`config.mk`:
```
export PLATFORM = sky130hd
export DESIGN_NAME = two_level_feedback_queue_scheduler
export DESIGN_NICKNAME = d
export VERILOG_FILES = /design/src/rtl/core/tlfq_pkg.sv /design/src/rtl/core/tlfq_dp.sv /design/src/rtl/core/tlfq_ctrl.sv /design/src/rtl/core/two_level_feedback_queue_scheduler.sv
export SDC_FILE = /design/constraint.sdc
export NUM_CORES = 1
export LEC_CHECK = 0
export BUFFER_PORTS_ARGS = -buffer_cell sky130_fd_sc_hd__buf_4
export CAP_MARGIN = 20
export CORE_ASPECT_RATIO = 0.6
export CORE_MARGIN = 10
export CORE_UTILIZATION = 35
export DETAILED_ROUTE_END_ITERATION = 8
export MAX_ROUTING_LAYER = met4
export PLACE_DENSITY = 0.51
export SLEW_MARGIN = 20
export SYNTH_ARGS = -nofsm -noshare
export SYNTH_HDL_FRONTEND = slang
export SYNTH_SLANG_ARGS = --single-unit
```
`constraint.sdc`:
```
create_clock -name i_clk -period 6 [get_ports i_clk]
set_clock_uncertainty 0.05 [all_clocks]
set_input_delay 0.6 -clock i_clk [delete_from_list [all_inputs] [get_ports i_clk]]
set_output_delay 0.6 -clock i_clk [all_outputs]
set_load 0.01 [all_outputs]
```
`src/rtl/core/tlfq_pkg.sv`:
```
// ----------------------------------------------------------------------------
// tlfq_pkg
// Shared types, constants and helpers of the two-level feedback queue
// scheduler: item structs, op and error codes, controller handshake structs.
// ----------------------------------------------------------------------------
package tlfq_pkg;

    localparam int NUM_PROCS  = 16;
    localparam int PID_W      = 4;
    localparam int SLICE_W    = 16;
    localparam int PTR_W      = $clog2(NUM_PROCS);
    localparam int WALK_MAX   = 2 * NUM_PROCS;
    localparam int STEP_W     = $clog2(WALK_MAX + 1);
    localparam int CFG_IDX_W  = 2;
    localparam int CFG_DATA_W = 16;

    localparam logic [SLICE_W-1:0] RESET_FIRST_SLICE = SLICE_W'(4);
    localparam logic [SLICE_W-1:0] RESET_LATER_SLICE = SLICE_W'(2);

    typedef enum logic [1:0] {
        OP_ADMIT  = 2'd0,
        OP_TICK   = 2'd1,
        OP_STATUS = 2'd2
    } t_op;

    typedef enum logic [1:0] {
        ERR_OK     = 2'd0,
        ERR_FULL   = 2'd1,
        ERR_EMPTY  = 2'd2,
        ERR_NO_RUN = 2'd3
    } t_err;

    typedef enum logic [CFG_IDX_W-1:0] {
        CFG_FIRST_SLICE = 2'd0,
        CFG_LATER_SLICE = 2'd1
    } t_cfg_idx;

    typedef struct packed {
        t_op              op;
        logic [PID_W-1:0] proc_id;
        logic             runnable;
    } t_in_item;

    typedef struct packed {
        logic [PID_W-1:0] running_proc;
        logic             switched;
        t_err             error_code;
    } t_out_item;

    // controller to datapath
    typedef struct packed {
        logic start;
        logic dec;
        logic step;
        logic commit;
    } t_tlfq_cmd;

    // datapath to controller
    typedef struct packed {
        logic walk_more;
        logic walk_last;
    } t_tlfq_status;

    function automatic logic [PTR_W-1:0] ptr_next(input logic [PTR_W-1:0] p);
        return (p == PTR_W'(NUM_PROCS - 1)) ? '0 : p + 1'b1;
    endfunction

endpackage

```
`src/rtl/core/tlfq_dp.sv`:
```
// ----------------------------------------------------------------------------
// tlfq_dp
// Scheduler datapath: slice and runnable tables, high and low ring queues,
// walk registers, configuration registers and the result register.
// ----------------------------------------------------------------------------
module tlfq_dp (
    input  logic                                 i_clk,
    input  logic                                 i_rst_n,
    input  tlfq_pkg::t_in_item                   i_in_item,
    input  logic                                 i_cfg_valid,
    input  logic [tlfq_pkg::CFG_IDX_W-1:0]       i_cfg_index,
    input  logic [tlfq_pkg::CFG_DATA_W-1:0]      i_cfg_data,
    input  tlfq_pkg::t_tlfq_cmd                  i_cmd,
    output tlfq_pkg::t_tlfq_status               o_status,
    output tlfq_pkg::t_out_item                  o_out_item
);

    logic [tlfq_pkg::SLICE_W-1:0] r_first_slice;
    logic [tlfq_pkg::SLICE_W-1:0] r_later_slice;
    logic [tlfq_pkg::SLICE_W-1:0] r_slice [tlfq_pkg::NUM_PROCS];
    logic [tlfq_pkg::NUM_PROCS-1:0] r_run;
    logic [tlfq_pkg::PID_W-1:0]   r_high_q [tlfq_pkg::NUM_PROCS];
    logic [tlfq_pkg::PID_W-1:0]   r_low_q  [tlfq_pkg::NUM_PROCS];
    logic [tlfq_pkg::PTR_W-1:0]   r_high_head;
    logic [tlfq_pkg::PTR_W-1:0]   r_high_tail;
    logic [tlfq_pkg::PTR_W-1:0]   r_low_head;
    logic [tlfq_pkg::PTR_W-1:0]   r_low_tail;
    logic [tlfq_pkg::PID_W-1:0]   r_cur_proc;
    logic [tlfq_pkg::PID_W-1:0]   r_cur;
    logic [tlfq_pkg::STEP_W-1:0]  r_steps;
    tlfq_pkg::t_err               r_err;
    tlfq_pkg::t_out_item          r_out_item;

    logic [tlfq_pkg::SLICE_W-1:0] cur_slice;
    logic [tlfq_pkg::PTR_W-1:0]   high_nt;
    logic [tlfq_pkg::PTR_W-1:0]   low_nt;
    logic                         high_full;
    logic                         high_empty;
    logic                         low_full;
    logic                         low_empty;
    logic                         low_empty_after;
    logic                         bound;
    logic [tlfq_pkg::PID_W-1:0]   pop_low_val;

    assign cur_slice       = r_slice[r_cur];
    assign high_nt         = tlfq_pkg::ptr_next(r_high_tail);
    assign low_nt          = tlfq_pkg::ptr_next(r_low_tail);
    assign high_full       = (high_nt == r_high_head);
    assign low_full        = (low_nt == r_low_head);
    assign high_empty      = (r_high_head == r_high_tail);
    assign low_empty       = (r_low_head == r_low_tail);
    // the demoted process lands in the low queue unless that queue is full
    assign low_empty_after = low_empty & low_full;
    assign bound           = (r_steps == tlfq_pkg::STEP_W'(tlfq_pkg::WALK_MAX));
    // an empty low queue gets the demoted process and hands it straight back
    assign pop_low_val     = low_empty ? r_cur : r_low_q[r_low_head];

    assign o_status.walk_more = (cur_slice == '0) || !r_run[r_cur];
    assign o_status.walk_last = bound || (high_empty && low_empty_after);
    assign o_out_item         = r_out_item;

    always_ff @(posedge i_clk) begin
        if (!i_rst_n) begin
            r_first_slice <= tlfq_pkg::RESET_FIRST_SLICE;
            r_later_slice <= tlfq_pkg::RESET_LATER_SLICE;
            for (int i = 0; i < tlfq_pkg::NUM_PROCS; i++) begin
                r_slice[i] <= tlfq_pkg::RESET_FIRST_SLICE;
            end
            r_run       <= tlfq_pkg::NUM_PROCS'(1);
            r_high_head <= '0;
            r_high_tail <= '0;
            r_low_head  <= '0;
            r_low_tail  <= '0;
            r_cur_proc  <= '0;
            r_cur       <= '0;
            r_steps     <= '0;
            r_err       <= tlfq_pkg::ERR_OK;
        end else begin
            if (i_cfg_valid) begin
                case (i_cfg_index)
                    tlfq_pkg::CFG_FIRST_SLICE: r_first_slice <= i_cfg_data;
                    tlfq_pkg::CFG_LATER_SLICE: r_later_slice <= i_cfg_data;
                    default: ;
                endcase
            end

            if (i_cmd.start) begin
                r_cur   <= r_cur_proc;
                r_steps <= '0;
                if (i_in_item.op == tlfq_pkg::OP_ADMIT && high_full) begin
                    r_err <= tlfq_pkg::ERR_FULL;
                end else begin
                    r_err <= tlfq_pkg::ERR_OK;
                end
                case (i_in_item.op)
                    tlfq_pkg::OP_ADMIT: begin
                        r_slice[i_in_item.proc_id] <= r_first_slice;
                        r_run[i_in_item.proc_id]   <= 1'b1;
                        if (!high_full) begin
                            r_high_tail <= high_nt;
                        end
                    end
                    tlfq_pkg::OP_STATUS: begin
                        r_run[i_in_item.proc_id] <= i_in_item.runnable;
                    end
                    default: ;
                endcase
            end

            // saturating decrement of the running slice
            if (i_cmd.dec && cur_slice != '0) begin
                r_slice[r_cur] <= cur_slice - 1'b1;
            end

            if (i_cmd.step) begin
                if (bound) begin
                    r_err <= tlfq_pkg::ERR_NO_RUN;
                end else begin
                    r_steps        <= r_steps + 1'b1;
                    r_slice[r_cur] <= r_later_slice;
                    if (!low_full) begin
                        r_low_tail <= low_nt;
                    end
                    if (!high_empty) begin
                        r_cur       <= r_high_q[r_high_head];
                        r_high_head <= tlfq_pkg::ptr_next(r_high_head);
                    end else if (!low_empty_after) begin
                        r_cur      <= pop_low_val;
                        r_low_head <= tlfq_pkg::ptr_next(r_low_head);
                    end
                    // an empty walk outranks a dropped demotion
                    if (high_empty && low_empty_after) begin
                        r_err <= tlfq_pkg::ERR_EMPTY;
                    end else if (low_full) begin
                        r_err <= tlfq_pkg::ERR_FULL;
                    end
                end
            end

            if (i_cmd.commit) begin
                r_cur_proc <= r_cur;
            end
        end
    end

    // queue entries and result payload
    always_ff @(posedge i_clk) begin
        if (i_cmd.start && i_in_item.op == tlfq_pkg::OP_ADMIT && !high_full) begin
            r_high_q[r_high_tail] <= i_in_item.proc_id;
        end
        if (i_cmd.step && !bound && !low_full) begin
            r_low_q[r_low_tail] <= r_cur;
        end
        if (i_cmd.commit) begin
            r_out_item.running_proc <= r_cur;
            r_out_item.switched     <= (r_cur != r_cur_proc);
            r_out_item.error_code   <= r_err;
        end
    end

    a_steps_bounded: assert property (@(posedge i_clk) disable iff (!i_rst_n)
        r_steps <= tlfq_pkg::STEP_W'(tlfq_pkg::WALK_MAX))
        else $error("walk step count past its bound");

    a_start_loads_walk: assert property (@(posedge i_clk) disable iff (!i_rst_n)
        i_cmd.start |=> (r_steps == '0) && (r_cur == r_cur_proc))
        else $error("walk registers not loaded at item start");

    a_commit_result: assert property (@(posedge i_clk) disable iff (!i_rst_n)
        i_cmd.commit |=> (r_out_item.running_proc == r_cur_proc)
                         && (r_cur_proc == $past(r_cur)))
        else $error("result and running process disagree after commit");

endmodule

```
`src/rtl/core/tlfq_ctrl.sv`:
```
// ----------------------------------------------------------------------------
// tlfq_ctrl
// Scheduler controller: sequences accept, slice decrement, queue walk and
// result commit, and owns the result valid flag.
// ----------------------------------------------------------------------------
module tlfq_ctrl (
    input  logic                   i_clk,
    input  logic                   i_rst_n,
    input  logic                   i_in_valid,
    output logic                   o_in_ready,
    input  tlfq_pkg::t_op          i_in_op,
    input  tlfq_pkg::t_tlfq_status i_status,
    output tlfq_pkg::t_tlfq_cmd    o_cmd,
    output logic                   o_out_valid,
    input  logic                   i_out_ready
);

    typedef enum logic [1:0] {
        S_IDLE,
        S_DEC,
        S_WALK,
        S_DONE
    } t_state;

    t_state r_state;
    logic   r_out_valid;
    logic   slot_free;

    assign slot_free    = !r_out_valid || i_out_ready;
    assign o_in_ready   = (r_state == S_IDLE);
    assign o_out_valid  = r_out_valid;
    assign o_cmd.start  = o_in_ready && i_in_valid;
    assign o_cmd.dec    = (r_state == S_DEC);
    assign o_cmd.step   = (r_state == S_WALK) && i_status.walk_more;
    assign o_cmd.commit = (r_state == S_DONE) && slot_free;

    always_ff @(posedge i_clk) begin
        if (!i_rst_n) begin
            r_state     <= S_IDLE;
            r_out_valid <= 1'b0;
        end else begin
            case (r_state)
                S_IDLE: begin
                    if (o_cmd.start) begin
                        r_state <= (i_in_op == tlfq_pkg::OP_TICK) ? S_DEC : S_DONE;
                    end
                end
                S_DEC: begin
                    r_state <= S_WALK;
                end
                S_WALK: begin
                    // a last step still runs before stopping; at the step bound it sets ERR_NO_RUN instead of demoting
                    if (!i_status.walk_more || i_status.walk_last) begin
                        r_state <= S_DONE;
                    end
                end
                S_DONE: begin
                    if (slot_free) begin
                        r_state <= S_IDLE;
                    end
                end
                default: r_state <= S_IDLE;
            endcase

            if (o_cmd.commit) begin
                r_out_valid <= 1'b1;
            end else if (i_out_ready) begin
                r_out_valid <= 1'b0;
            end
        end
    end

endmodule

```
`src/rtl/core/two_level_feedback_queue_scheduler.sv`:
```
// ----------------------------------------------------------------------------
// two_level_feedback_queue_scheduler
// Two-level feedback queue process scheduler with configurable time slices.
// ----------------------------------------------------------------------------
//  channel   dir  handshake                  payload
//  in        in   i_in_valid / o_in_ready    i_in_item  (op, proc_id, runnable)
//  out       out  o_out_valid / i_out_ready  o_out_item (running_proc, switched,
//                                                        error_code)
//  cfg       in   i_cfg_valid / o_cfg_ready  i_cfg_index, i_cfg_data
//
//  admit and status items skip the slice decrement and the queue walk
//  a tick decrements the running slice, then takes 0 to 32 queue walk steps, one
//  demote-and-take step per cycle through the slice table and the ring queues
//  one item is in work at a time; a new item is taken while a result waits
//  a stalled result holds the item after it in its final state
//  synchronous active-low reset; the slice table reloads in the reset cycle
// ----------------------------------------------------------------------------
module two_level_feedback_queue_scheduler (
    input  logic                              i_clk,
    input  logic                              i_rst_n,
    input  logic                              i_in_valid,
    output logic                              o_in_ready,
    input  tlfq_pkg::t_in_item                i_in_item,
    output logic                              o_out_valid,
    input  logic                              i_out_ready,
    output tlfq_pkg::t_out_item               o_out_item,
    input  logic                              i_cfg_valid,
    output logic                              o_cfg_ready,
    input  logic [tlfq_pkg::CFG_IDX_W-1:0]    i_cfg_index,
    input  logic [tlfq_pkg::CFG_DATA_W-1:0]   i_cfg_data
);

    tlfq_pkg::t_tlfq_cmd    cmd;
    tlfq_pkg::t_tlfq_status status;

    assign o_cfg_ready = 1'b1;

    tlfq_ctrl u_ctrl (
        .i_clk       (i_clk),
        .i_rst_n     (i_rst_n),
        .i_in_valid  (i_in_valid),
        .o_in_ready  (o_in_ready),
        .i_in_op     (i_in_item.op),
        .i_status    (status),
        .o_cmd       (cmd),
        .o_out_valid (o_out_valid),
        .i_out_ready (i_out_ready)
    );

    tlfq_dp u_dp (
        .i_clk       (i_clk),
        .i_rst_n     (i_rst_n),
        .i_in_item   (i_in_item),
        .i_cfg_valid (i_cfg_valid),
        .i_cfg_index (i_cfg_index),
        .i_cfg_data  (i_cfg_data),
        .i_cmd       (cmd),
        .o_status    (status),
        .o_out_item  (o_out_item)
    );

endmodule
```
# ---- Word-level counts from Yosys, hierarchy flattened
# Memories as Yosys holds them, arrays and structs flattened. A register that Yosys moved wholly into a read port is not among the register bits.
# Cells that the tools add are included.
dict set report op_classes {
  add_sub_neg 6
  multipliers 0
  n_div 0
  n_lt_le_gt_ge 3
  eq_ne 20
  n_shift 0
  mux 61
  bitwise_logic 8
  n_reduce_logical 38
}
# op count
set ops {}
lappend ops {{4-bit two-way mux} 18}
lappend ops {{16-bit two-way mux} 3}
lappend ops {{16-bit one-hot mux with 2 select lines} 1}
lappend ops {{16-bit OR reduction} 2}
lappend ops {{1-bit two-way mux} 23}
lappend ops {{2-bit two-way mux} 9}
lappend ops {{6-bit two-way mux} 3}
lappend ops {{4-bit by 1-bit adder with 4-bit output, second input constant} 4}
lappend ops {{16-bit bitwise mux} 1}
lappend ops {{4-bit == test} 4}
lappend ops {{4-bit == test, second input constant} 4}
lappend ops {{16-bit logical NOT} 1}
lappend ops {{16-bit bitwise OR} 1}
lappend ops {{16-bit nonzero test} 1}
lappend ops {{16-bit by 1-bit subtractor with 16-bit output, second input constant} 1}
lappend ops {{3-bit AND reduction} 4}
lappend ops {{1-bit logical AND} 11}
lappend ops {{4-bit by 5-bit less-than comparator with 1-bit output, second input constant} 2}
lappend ops {{2-bit one-hot mux with 4 select lines} 1}
lappend ops {{6-bit by 1-bit adder with 6-bit output, second input constant} 1}
lappend ops {{2-bit by 1-bit == test with 1-bit output, second input constant} 3}
lappend ops {{2-bit == test, second input constant} 3}
lappend ops {{6-bit == test, second input constant} 1}
lappend ops {{1-bit logical NOT} 6}
lappend ops {{other kinds (15)} 28}
dict set report totals {
  ff_bits 90
  latch_bits 0
  ram_bits 384
  mem_bits_ro 0
  inputBits 30
  output_inout_bits 10
  word_cells 155
  n_memories 3
}
# name depth word_bits read_ports rd_ports_with_merged_regs write_ports line
set memory_table {}
lappend memory_table {u_dp.r_slice 16 16 1 1 16 tlfq_dp.sv:20} ;# logic [tlfq_pkg::SLICE_W-1:0] r_slice [tlfq_pkg::NUM_PROCS];
lappend memory_table {u_dp.r_high_q 16 4 1 1 1 tlfq_dp.sv:22} ;# logic [tlfq_pkg::PID_W-1:0] r_high_q [tlfq_pkg::NUM_PROCS];
lappend memory_table {u_dp.r_low_q 16 4 1 1 1 tlfq_dp.sv:23} ;# logic [tlfq_pkg::PID_W-1:0] r_low_q [tlfq_pkg::NUM_PROCS];

# ---- Depth between registers and ports, before layout
# Gate-level depths: netlist of run 1.
dict set report logic_depth {
  depth_word 11
  depth_mapped 19
  mapped_depth_nobuf 13
}

# ---- Modules after synthesis
# Synthesis of run 1 repeated with hierarchy kept, for this count alone.
dict set report hier_totals {
  hier_cells 1857
  hier_area_um2 24318.3
}
# module instances cells_per_inst area_each_um2 seq_area_each_um2
set modules_own_cells {}
lappend modules_own_cells {tlfq_dp 1 1827 24033.0 13583.0}
lappend modules_own_cells {tlfq_ctrl 1 28 274.0 60.1}
lappend modules_own_cells {two_level_feedback_queue_scheduler 1 2 11.3 0.0}

# ---- Worst setup path after synthesis of run 1
# OpenSTA, ideal clock, no wires.
dict set report synth_path {
  kind {flip-flop to flip-flop}
  startpoint {register (tool-made name)}
  endpoint {memory u_dp.r_slice[10][0] (netlist bit), enable pin}
  setup_ns 0.372
  arrival_ns 4.967
  required_time_ns 5.578
  slack_ns 0.612
  stages_incl_launch_ff 19
  path_buffers 6
  period_less_slack_ns 5.388
  path_cell_list {dfxtp_1 > clkbuf_1 > buf_2 > clkbuf_1 > mux4_2 > a22o_1 > a221o_1 > inv_1 > ha_1 > or4b_4 > a211oi_4 > nand3_1 > o211ai_2 > and2_1 > buf_6 > buf_2 > mux2_2 > buf_2 > nand2_1}
}
# item line
set synth_rtl {}
lappend synth_rtl {{end, declared} tlfq_dp.sv:20}

==> reports/results.ini, run 1 <==
[yosys]
synth_top_family_by_area = multiplexers
synth-edff-count = 391
syn_area_sq_um = 21600
syn_inst = 1595
synthMuxAreaShare_pct = 14.1
synthTopCellsByArea = edfxtp_1 54%, mux4_2 11%, dfxtp_1 8.8%
netlist.area_leader.share_pct = 54.3
synthSimpleGateAreaFrac_pct = 11.5
synth_compound_area_share_pct = 5.82
ys.flop_type = edfxtp_1
syn-num-nets = 1642
syn_avg_cell_area_sq_um = 13.6
ys_types = 68
synth_top_area_cell = edfxtp_1
ys_seq_area_share_pct = 63.1
ys_ff_latch = 486
synth_fa_ha_area_share_pct = 0.984
async_flop_share_pct = 0
yosysWarnings = 0
synth_xor_area_share_pct = 1.46

[clocking]
clk_pin_slew_worst_paths_ps = 70
cts_buffers = 46
cts_resized = 0
htreeDepth = 2
root_buffer = clkbuf_16
clkSinkCount = 486
clock_path_buffers = 3
postCtsSetupBuffers = 0
cts_tree = yes
cts_hold_buf = 0
clk_latency_ps = 580

[placement]
portBuffers = 38
dp_cells = 2411
hpwlAfterDp_microns = 45400
gp_congestion = 0.883
dp_slack_ps = 586

[die]
start_util_pct = 35.4
die-area_sq_um = 72400
die_w_microns = 341
num_rows = 70
core-area_sq_um = 61000
die_height_microns = 213
io_pins = 40

[hold_path]
holdPathStages = 3
min_from = i_cfg_data[2]
holdPathEnd = u_dp.r_first_slice[2]
min_path_type = in2reg

[worst_setup_path]
worstPathRequired_ps = 6160
endpoint_kind = flop
r2r_cells = 13
crit_type = reg2reg
r2r_end = u_dp.r_slice[3][12]
worstPathArrival_ps = 5660
crit_fanout = 23
cp-start-kind = flop
reg2reg_slack_ps = 500

[timing]
period_needed_ps = 5500
period_share_pct = 91.7
setup_viol = 0
max_freq_mhz = 182
fin_setup_tns_ps = 0
worst_slew_pin_slew_ps = 1000
worst_slack_ps = 498
rsz0062_at_grt = no
slew_violations = 0
maxSlewHeadroom_pct = 33.0
hold_viol = 0

[routing]
drc = 0
vias = 13900
ant_nets = 0
drt_iter0_markers = 1670
routed_via_density = 5.57
wl_per_cell_microns = 25.5
drt_wl_total_microns = 63500
firstDrtPassIters = 5

[grt]
grt_max_degree = 53
grt_pass1_vias = 13000
grt_usage_pct = 17.7
antenna_found_initial = 1
gr-total-overflow = 0
grt_pass1_wl_microns = 92900

[power]
p_leak_uw = 0.00790
ir_worst_vdd_mv = 0.180
power_uw = 8610
p_per_area_nw_per_um2 = 353

[cells_and_area]
drive_gt1_share_pct = 19.1
nets = 1678
area_delta_synth_final_pct = 12.9
fillers = 5669
postLayoutCoreUtil_pct = 40.0
fin_cells = 2495
final_common_cell = edfxtp_1
final_cell_mix = 391 x edfxtp_1, 287 x nor2_1, 143 x nand2_1, 103 x mux4_2, 96 x buf_4

[flow_run]
cap_violations = 0

[outcome]
outcome = finished, final reports clean

through the flow:
stage                     area [sq um]  hold slack (ps)
after floorplan                  21600              358
after global placement           22800              394
after detailed placement         22800              401
after CTS                        24400              174
after global routing             24400              186
final                            24400              205
logic make-up (layout without fill, tap and decap cells):
kind of cell / count (synthesis) / count (layout)
and+or+nand+nor: 571 / 571
adders and majority gates: 17 / 17
DFF: 486 / 486
AOI/OAI and AO/OA: 192 / 192
buffers and inverters: 131 / 202
xor gates and xnor gates: 36 / 36
muxes: 161 / 161
other: 1 / 2
critical path, stage by stage, from the launching register on:
cell and delay, ps:
dfxtp_4 590, mux4_2 580, a22o_1 230, a221o_1 380, inv_1 130, ha_1 200, or4b_4 500, a211oi_4 510
nand3_1 220, o211ai_2 230, and2_1 200, buf_12 210, mux2_2 490, nand2_1 570
state kept, by name, summed over array words and instances (netlist names), named ones only:
signal	cells
u_dp.r_low_q	64
u_dp.o_out_item	7
u_dp.r_low_tail	4
u_dp.r_high_q	64
u_dp.r_err	2
u_dp.r_run	16
u_dp.r_low_head	4
u_dp.r_slice	256
u_ctrl.o_out_valid	1
u_dp.r_later_slice	16
u_dp.r_high_head	4
u_dp.r_cur	4
u_dp.r_first_slice	16
u_dp.r_cur_proc	4
u_dp.r_high_tail	4
u_dp.r_steps	6
u_ctrl.r_state	2
where the power goes:
part / switching, uW / internal, uW / leakage (uW)
logic: 1060 / 537 / 0.00257
registers: 117 / 3790 / 0.00457
clock network: 1320 / 1780 / 0.000762
how the worst max path moves through the flow:
stage	from	end	slack, ps	cells past startpoint
2_1_floorplan	flop	u_dp.r_slice[10][0]	610	18
3_3_place_gp	flop	flop	500	11
4_1_cts	flop	u_dp.r_slice[3][4]	540	13
5_1_grt	flop	u_dp.r_slice[2][1]	280	13
6_report	flop	u_dp.r_slice[3][12]	500	13
3_5_place_dp	flop	u_dp.r_slice[2][9]	590	13
cell usage after synthesis, drive strengths merged, types with 4 or more instances:
cell type / number
a211oi: 8
a21oi: 61
a221oi: 4
a22o: 8
a22oi: 21
a31oi: 9
and2: 9
buf: 48
clkbuf: 58
dfxtp: 95
edfxtp: 391
ha: 17
inv: 22
mux2: 26
mux2i: 25
mux4: 110
nand2: 143
nand2b: 24
nand3: 26
nand4: 10
nor2: 292
nor2b: 14
nor3: 20
nor4: 10
o211ai: 4
o21ai: 18
o22ai: 38
or3: 4
xnor2: 17
xor2: 19
layout make-up:
type                       count  area [sq um]  share of cell area [%]
antenna                        1          2.50                  0.0103
clock buffer                  53          1200                    4.91
clock inverter                30           365                    1.50
inverter                      22          82.6                   0.338
multi-input combinational    978          7340                    30.1
sequential                   486         13600                    55.9
tap                          828          1040                    4.24
timing repair buffer          97           741                    3.03
per-layer routing:
metal	GRT usage (%)	up-vias	routed length, microns
li1	-	6018	-
met1	29.1	7127	32400
met2	21.0	690	23100
met3	4.66	66	7170
met4	2.81	0	793
met5	-	-	0
No activity file was read; power rests on OpenSTA's default activity.
==> run 2: changes to the inputs <==
Settings changed: CAP_MARGIN 20 to not set, CORE_ASPECT_RATIO 0.6 to 1.25, CTS_CLUSTER_DIAMETER set to 60.
==> run 2 against run 1 <==
Sequential power is essentially flat; clock-buffer cell count grew 19; combinational power shrank 3%; critical path depth is the same; critical path type unchanged; highest routed layer unchanged.
==> reports/results.ini, run 2 (same netlist as run 1, synthesis figures left out) <==
[outcome]
outcome = finished, final reports clean

[die]
num_rows = 101
die-area_sq_um = 72200
core-area_sq_um = 60900
die_w_microns = 242
die_height_microns = 298
io_pins = 40
start_util_pct = 35.5

[cells_and_area]
top_regs = u_dp.r_slice: 256 flops, u_dp.r_high_q: 64 flops, u_dp.r_low_q: 64 flops
nets = 1673
seqCellArea_sq_um = 13700
final_cell_mix = 391 x edfxtp_1, 287 x nor2_1, 143 x nand2_1, 103 x mux4_2, 91 x dfxtp_1
final_common_cell = edfxtp_1
area_delta_synth_final_pct = 12.8
largest_register = u_dp.r_slice
diodes = 0
multi_input_area_sq_um = 7360
fillers = 5789
largest_reg_flops = 256
drive_gt1_share_pct = 18.6

[hold_path]
min_path_type = in2reg

[power]
p_seq_share_pct = 46.1
p_int_uw = 6090
switching_share_pct = 28.5
power.share.clock_pct = 35.7
pwr-share-comb_pct = 18.2
ir_worst_vdd_mv = 0.203
p_sw_uw = 2420
p_leak_uw = 0.00784
power_uw = 8510
p_per_area_nw_per_um2 = 349

[placement]
gp_congestion = 0.947
portBuffers = 38
hpwlAfterDp_microns = 42500

[clocking]
postCtsSetupBuffers = 0
clkSinkCount = 486
root_buffer = clkbuf_16
cts_buffers = 50
clock_path_buffers = 3
htreeDepth = 2
clk_pin_slew_worst_paths_ps = 60
clk_latency_ps = 600
cts_hold_buf = 0
cts_tree = yes
cts_resized = 0

[timing]
slew_violations = 0
maxSlewHeadroom_pct = 26.1
max_freq_mhz = 179
setup_viol = 0
worst_slew_pin_slew_ps = 1100
period_needed_ps = 5580
fin_setup_tns_ps = 0
hold_viol = 0
rsz0062_at_grt = no
period_share_pct = 93.1

[worst_setup_path]
worstPathRequired_ps = 6180
endpoint_kind = flop
crit_fanout = 23
worstPathArrival_ps = 5760
cp-start-kind = flop
crit_type = reg2reg

[grt]
antenna_found_initial = 0
gr-total-overflow = 0
grt_max_degree = 68
grt_pass1_wl_microns = 91900
grt_pass1_vias = 13900
grt_usage_pct = 17.3

[routing]
drc = 0
firstDrtPassIters = 5
routed_via_density = 5.44
drt_iter0_markers = 1173
ant_nets = 0
drt_wl_total_microns = 61500
vias = 13500
wl_per_cell_microns = 24.7

[flow_run]
cap_violations = 0

[run 2: final timing paths]
| check | cells past startpoint | end | from | slack (ps) |
|---|---|---|---|---|
| worst max register to register | 13 | u_dp.r_slice[0][13] | flop | 420 |
| worst min-delay path | 3 | u_dp.r_later_slice[1] | i_cfg_data[1] | 210 |
| worst min register to register | 2 | u_dp.r_first_slice[8] | u_dp.r_first_slice[8] | 400 |
| worst max-delay path | 13 | u_dp.r_slice[0][13] | flop | 420 |
[run 2: worst max-delay path: stages, from the launching register on]
cell      delay [ps]
dfxtp_4          600
mux4_2           610
a22o_1           240
a221o_1          330
inv_1            130
ha_1             210
or4b_4           500
a211oi_4         520
nand3_1          230
o211ai_2         210
and2_1           200
buf_12           230
mux2_2           500
nand2_1          630
[run 2: layout make-up]
cell class / count / share of cell area, %
well taps: 824 / 4.23
inverters: 22 / 0.339
flip-flops and latches: 486 / 56.0
clock inverters: 19 / 0.678
multi-input cells: 978 / 30.2
repair buffers: 88 / 2.76
clock buffers: 72 / 5.82
[run 2: power groups by stage]
stage	clock, uW	sequential [uW]	combinational [uW]
after floorplan	0	3920	972
after global placement	0	3990	1520
after detailed placement	0	3990	1530
after CTS	3110	3920	1540
after global routing	3240	3940	1640
final	3040	3920	1550
[run 2: metrics by stage]
step / worst slack (ps) / cells / utilization [%] / cell area (sq um) / hold slack, ps
detailed placement: 503 / 2398 / 37.4 / 22800 / 390
CTS: 470 / 2489 / 40.0 / 24400 / 176
finish: 417 / 2489 / 40.0 / 24400 / 208
floorplan: 612 / 1595 / - / 21600 / 358
global placement: 588 / 2398 / 37.4 / 22800 / 392
global route: 262 / 2489 / 40.0 / 24400 / 194
[run 2: metal layers]
layer	global-route usage [%]	vias up	share of wire [%]	wire, microns
li1	-	6020	-	-
met1	20.7	6940	40	24800
met2	28.7	463	50	30800
met3	2.57	126	5.2	3210
met4	7.22	0	4.4	2700
met5	-	-	0	0
